**src/rtl/running_histogram_binner_macros.svh**
```systemverilog
// Assertion macros for the running histogram binner.
// Included by the top level; needs nothing else.
`ifndef RUNNING_HISTOGRAM_BINNER_MACROS_SVH
`define RUNNING_HISTOGRAM_BINNER_MACROS_SVH

// Same-cycle implication, checked out of reset
`define RHB_ASSERT_IMPL(lbl, clk, rst, ante, cons, msg) \
   lbl: assert property (@(posedge clk) disable iff (rst) (ante) |-> (cons)) \
      else $error(msg);

// Next-cycle implication, checked out of reset
`define RHB_ASSERT_NEXT(lbl, clk, rst, ante, cons, msg) \
   lbl: assert property (@(posedge clk) disable iff (rst) (ante) |=> (cons)) \
      else $error(msg);

`endif

```
**src/rtl/rhb_div.sv**
```systemverilog
// Restoring divider, one quotient bit per cycle through a shared compare/subtract.
// Standalone; the caller guarantees the quotient fits QUOT_BITS and den is nonzero.
module rhb_div #(
   parameter int DEN_BITS  = 17,
   parameter int QUOT_BITS = 8
) (
   input  logic                          clock,
   input  logic                          reset,
   input  logic                          start,
   input  logic [DEN_BITS+QUOT_BITS:0]   num,
   input  logic [DEN_BITS-1:0]           den,
   output logic                          done,
   output logic [QUOT_BITS-1:0]          quot
);

   localparam int CNT_BITS = $clog2(QUOT_BITS + 1);

   logic                 busy_ff, busy_in;
   logic                 done_ff, done_in;
   logic [CNT_BITS-1:0]  cnt_ff, cnt_in;
   logic [DEN_BITS-1:0]  rem_ff, rem_in;
   logic [DEN_BITS-1:0]  den_ff, den_in;
   logic [QUOT_BITS-1:0] qr_ff, qr_in;
   logic [DEN_BITS:0]    trial;
   logic                 fits;

   // Shift the next numerator bit into the partial remainder and try the subtract
   assign trial = {rem_ff, qr_ff[QUOT_BITS-1]};
   assign fits  = (trial >= {1'b0, den_ff});

   always_comb begin
      busy_in = busy_ff;
      done_in = 1'b0;
      cnt_in  = cnt_ff;
      rem_in  = rem_ff;
      den_in  = den_ff;
      qr_in   = qr_ff;
      if (start) begin
         // Upper numerator bits are already below the divisor
         busy_in = 1'b1;
         cnt_in  = '0;
         rem_in  = DEN_BITS'(num >> QUOT_BITS);
         qr_in   = num[QUOT_BITS-1:0];
         den_in  = den;
      end else if (busy_ff) begin
         rem_in = fits ? DEN_BITS'(trial - {1'b0, den_ff}) : trial[DEN_BITS-1:0];
         qr_in  = (qr_ff << 1) | QUOT_BITS'(fits);
         cnt_in = cnt_ff + 1'b1;
         if (cnt_ff == CNT_BITS'(QUOT_BITS - 1)) begin
            busy_in = 1'b0;
            done_in = 1'b1;
         end
      end
   end

   always_ff @(posedge clock) begin
      cnt_ff <= cnt_in;
      rem_ff <= rem_in;
      den_ff <= den_in;
      qr_ff  <= qr_in;
      if (reset) begin
         busy_ff <= 1'b0;
         done_ff <= 1'b0;
      end else begin
         busy_ff <= busy_in;
         done_ff <= done_in;
      end
   end

   assign done = done_ff;
   assign quot = qr_ff;

endmodule

```
**config.mk**
```make
export PLATFORM = sky130hd
export DESIGN_NAME = rhb_div
export DESIGN_NICKNAME = d
export VERILOG_FILES = /design/src/rtl/running_histogram_binner_macros.svh /design/src/rtl/rhb_div.sv
export SDC_FILE = /design/constraint.sdc
export NUM_CORES = 1
export LEC_CHECK = 0
export ABC_AREA = 1
export BUFFER_PORTS_ARGS = -buffer_cell sky130_fd_sc_hd__buf_2
export CAP_MARGIN = 15
export CORE_MARGIN = 5
export CORE_UTILIZATION = 57
export CTS_CLUSTER_DIAMETER = 40
export DETAILED_ROUTE_END_ITERATION = 16
export PLACE_DENSITY = 0.81
export REMOVE_ABC_BUFFERS = 1
export SYNTH_ARGS = -nofsm -noshare
export SYNTH_HDL_FRONTEND = slang
export SYNTH_SLANG_ARGS = --single-unit
export TNS_END_PERCENT = 30
```
**constraint.sdc**
```tcl
create_clock -name clock -period 2.9 [get_ports clock]
set_input_delay 0.435 -clock clock [delete_from_list [all_inputs] [get_ports clock]]
set_output_delay 0.435 -clock clock [all_outputs]
set_load 0.05 [all_outputs]
```
# [Word-level counts from Yosys, hierarchy flattened]
# Cells that the tools add are included.
[op_classes] bitwise_logic=2 order_cmp=1 reduce_logical=2 mux=9 n_eq_ne=1 addsub=2
[ops] op="17-bit two-way mux" n=3
[ops] op="18-bit by 17-bit >= comparator with 1-bit output" n=1
[ops] op="17-bit subtractor" n=1
[ops] op="8-bit two-way mux" n=2
[ops] op="8-bit by 1-bit bitwise OR with 8-bit output" n=1
[ops] op="4-bit by 1-bit adder with 4-bit output (second input constant)" n=1
[ops] op="4-bit by 3-bit equality test with 1-bit output (second input constant)" n=1
[ops] op="1-bit two-way mux" n=4
[ops] op="3-bit OR reduction" n=1
[ops] op="2-bit nonzero test" n=1
[ops] op="1-bit NOT" n=1
[word_totals] out_inout_bits=9 inputBits=46 ff_bits=48 elab_cells=23

# [Depth between registers and ports, before layout]
[depth] word_depth=4 ltp_mapped=15 ltp_nobuf=14

# [Worst setup path before layout]
# Ideal clock, no wire load.
[synth_path] kind="register to register" start="register qr_ff[7], in the netlist quot[7]" end="register rem_ff[16], data pin" n_path_buf=1 period_less_slack_ps=2375 setup_ps=252 required_ps=2648 setup_slack_ps=525 arrival_time_ps=2123 path_stages_with_launch=14 path_cell_list="edfxtp_1 -> inv_1 -> ha_1 -> inv_1 -> fa_1 -> nand3_1 -> nand3_1 -> nand2_4 -> nand2_4 -> buf_8 -> nand2_2 -> nand2_1 -> nand2_1 -> nand2_1"
[synth_between] elab_chain_cells=4 elab_cells_between_ends=5 cone_classes="1 x add/sub; 1 x order compare; 3 x mux"
[synth_rtl] element="from (decl)" line="rhb_div.sv:23" source="logic [QUOT_BITS-1:0] qr_ff, qr_in;"
[synth_rtl] element="from (signal assigned)" line="rhb_div.sv:60" source="qr_ff <= qr_in;"
[synth_rtl] element="17-bit subtractor / 18-bit by 17-bit >= comparator with 1-bit output (equally long branches)" line="rhb_div.sv:46, rhb_div.sv:29"
[synth_rtl] element="17-bit two-way mux *" line="rhb_div.sv:46" source="rem_in = fits ? DEN_BITS'(trial - {1'b0, den_ff}) : trial[DEN_BITS-1:0];"
[synth_rtl] element="17-bit two-way mux *" line="rhb_div.sv:45" source="end else if (busy_ff) begin"
[synth_rtl] element="17-bit two-way mux *" line="rhb_div.sv:38" source="if (start) begin"
[synth_rtl] element="via rem_in[16]" line="rhb_div.sv:21" source="logic [DEN_BITS-1:0] rem_ff, rem_in;"
[synth_rtl] element="to (signal assigned)" line="rhb_div.sv:58" source="rem_ff <= rem_in;"
[synth_rtl] element="to (decl)" line="rhb_div.sv:21"
# The timed path passes the listed nets; every way through them passes the cells marked *. The select of a mux whose other input is x is not followed.
# A chain may end at the register's enable or synchronous reset.

# [Worst setup path after layout]
[layout_path] start="register rem_ff[8]" end="register rem_ff[10], data pin"
[layout_between] elab_chain_cells=4 elab_cells_between_ends=5 cone_classes="1 x add/sub; 1 x order compare; 3 x mux"
[layout_rtl] element="17-bit subtractor / 18-bit by 17-bit >= comparator with 1-bit output (equally long branches)" line="rhb_div.sv:46, rhb_div.sv:29"
[layout_rtl] element="17-bit two-way mux *" line="rhb_div.sv:46"
[layout_rtl] element="17-bit two-way mux *" line="rhb_div.sv:45"
[layout_rtl] element="17-bit two-way mux *" line="rhb_div.sv:38"
[layout_rtl] element="via rem_in[10]" line="rhb_div.sv:21"
# Marks and branches as above.

==> summary.txt <==
Status: finished clean
Worst path slowest cell: edfxtp_1
Post-route setup slack: 0.460 ns
Fin. max-slew vios: 0
Crit Path Category: reg -> reg
ANT nets after route: 0
Max stage delay on crit path: 0.43 ns
Vias/cell: 5.12
Htree depth: 2
Initial Util: 0.586
Unique cell type count in the Yosys netlist: 27
Leak: 1.97 nW
Worst-Margin Slew: 0.572 ns
Critical path required time: 2.97 ns
Setup Viol. Count Final: 0
Maximum achievable frequency: 410 MHz
Routed len/inst: 12.7 µm
Cell row count: 27
Hold Buf Count CTS: 0
Synth area leader: edfxtp_1
CTS resizes: 0
Worst endpoint data arrival time: 2.51 ns
Worst Path Max Fanout: 25
CP Cell Sequence: ha_1, nand2_2, nor2_1, nand3_1, nand3_1, nand2_4, nand2_4, nand3_1, nand3_1, nand2_1
Multiplexer area fraction after synthesis: 0
CTS tree: yes
XOR/XNOR Fraction of Synth Area: 0.0189
Synthesized area: 0.00325 mm²
Synthesized-area fraction occupied by adder cells: 0.0755
# DRC: 0
Post-CTS setup repair buffer count: 0
Worst Setup End Kind: flip-flop
Worst-path clk slew: 0.10 ns
Chip width: 85.5 µm
CTS Root Cell: clkbuf_8
GP Congestion: 1.00
Simple-gate share of the synthesized area: 0.342
Post-synth EDFFs: 42
Vias in the first global route: 2753
Io pins: 55
Switching share of power: 0.401
Pwr Total: 2.48 mW
Die Y: 85.5 µm
Ratio of cells with drive above 1 in the final layout: 0.160
Tcrit/Tclk final: 0.841
Initial antenna violation count: 0
Final hold vios: 0
Mean Syn Cell Area: 7.50 µm²
Top post-synthesis cells by area: edfxtp_1, nand2_1, inv_1, ha_1, nand3_1
Top_reg_cell synth: edfxtp_1
# port buffers: 53
Critical Path Most Common Cell: nand3_1
ANT cells: 0
Via count: 2866
Synth Area in Compound Gates: 0.0385
Sequential power share: 0.372
NetSw: 0.994 mW
Starting DRT DRC Count: 214
Fin cells: 560
Post-Synthesis Cells: 433
#FFs+latches synth: 48
Post-route design area: 0.00368 mm²
CP bufs+invs: 0
Setup TNS: 0 ns
Most frequent cells in the layout: nand2_1, inv_1, buf_2
Clk pwr share: 0.195
Skew-Pair Late Insertion Delay: 0.31 ns
Power share of the combinational group: 0.432
CTS sink cnt: 48
Worst setup SP type: flip-flop
Detailed Routing Iterations Pass 1: 5
RSZ-0062 raised after global routing: false
Synth warn: 0
Commonest non-fill, non-tap cell in the layout: nand2_1
Hpwl dp: 5.18 mm
Largest net degree at the start of global routing: 43
DP Area: 0.00357 mm²
Gr ovfl total: 0
Worst path top cell family by delay: simple AND/OR/NAND/NOR gates
Minimum clock period: 2.44 ns
GRT Resource Usage Total: 0.203
MaxCap Viol Count: 0
First-pass GRT wire length: 11.9 mm
Largest family of logic cells by synthesized area: simple AND/OR/NAND/NOR gates
Synth-to-Final Area Change: 13.3%
Drt total wl: 7.12 mm
Dpl cells: 552
Layout Skew: 0.00382 ns
Layout Nets: 552
P_int: 1.49 mW
Max VDD drop: 0.356 mV
Relative slew slack: 0.618
Pre-CTS WS: 0.495 ns
Hold/Removal Path Class: in -> reg
Core area: 0.00554 mm²
Die ar.: 0.00731 mm²
Ys async rst share: 0
Longest Clk Path Bufs: 2
Cell area power density: 674 mW/mm²
Seq/Total Area, Yosys: 0.425
TritonCTS Buffers: 5
Top cell type's share of synthesized area: 0.388
final timing paths:
| kind | from | endpoint | slack (ns) | cells past startpoint |
|---|---|---|---|---|
| worst max-delay path | rem_ff[8]$_DFFE_PP_ | rem_ff[10]$_DFFE_PP_ | 0.46 | 10 |
| worst min-delay path | reset | busy_ff$_SDFF_PP0_ | 0.27 | 2 |
| worst max register to register | rem_ff[8]$_DFFE_PP_ | rem_ff[10]$_DFFE_PP_ | 0.46 | 10 |
| worst min register to register | cnt_ff[3]$_SDFFE_PP0P_ | done$_SDFF_PP0_ | 0.47 | 1 |
worst reg2reg max path, stage by stage (launching register included):
cell      delay, ns
edfxtp_1       0.43
ha_1           0.41
nand2_2        0.11
nor2_1         0.16
nand3_1        0.14
nand3_1        0.18
nand2_4        0.14
nand2_4        0.30
nand3_1        0.15
nand3_1        0.10
nand2_1        0.08
Yosys cell counts (4+ instances only):
cell	n
a21oi_1	13
clkbuf_1	5
dfxtp_1	6
edfxtp_1	42
ha_1	18
inv_1	72
nand2_1	168
nand2_2	4
nand3_1	29
nand3_2	4
nand3b_1	9
nor2_1	25
o21ai_0	5
o21ai_1	7
xnor2_1	7
registers in the layout, indices dropped and copies added (netlist names):
| name | flops |
|---|---|
| done | 1 |
| quot | 8 |
| busy_ff | 1 |
| den_ff | 17 |
| cnt_ff | 4 |
| rem_ff | 17 |
metrics by stage:
stage          utilization  hold WS (ns)
5_1_grt              0.664         0.269
4_1_cts              0.664         0.272
6_report             0.664         0.275
3_3_place_gp         0.645         0.447
2_1_floorplan            -         0.431
3_5_place_dp         0.645         0.456
metal layers:
layer	GRT usage	vias up	wire, µm
li1	-	1470	-
met1	0.254	1287	3230
met2	0.340	91	3290
met3	0.0596	18	467
met4	0.0576	0	126
met5	0	-	0
cells by family (layout without fill, tap and decap cells):
group,after synthesis,in the layout
AO/OA/AOI/OAI,25,25
XOR/XNOR,7,7
adder cells (fa/ha/maj),19,19
buffers and inverters,81,136
flip-flops,48,48
AND/OR/NAND/NOR,253,253
power by group through the flow:
stage	clock [mW]	sequential [mW]	combinational, mW
5_1_grt	0.526	0.934	1.21
3_5_place_dp	0	0.936	1.06
4_1_cts	0.490	0.923	1.06
3_3_place_gp	0	0.933	1.02
6_report	0.484	0.923	1.07
2_1_floorplan	0	0.969	0.779
final cells by class:
type	count	area [µm²]
inverters	72	270
clock inverters	2	15.0
repair buffers	56	288
multi-input cells	304	1540
flip-flops and latches	48	1380
fillers	477	1860
well taps	72	90.1
clock buffers	6	93.8
Power figures use the tool's default switching activity.
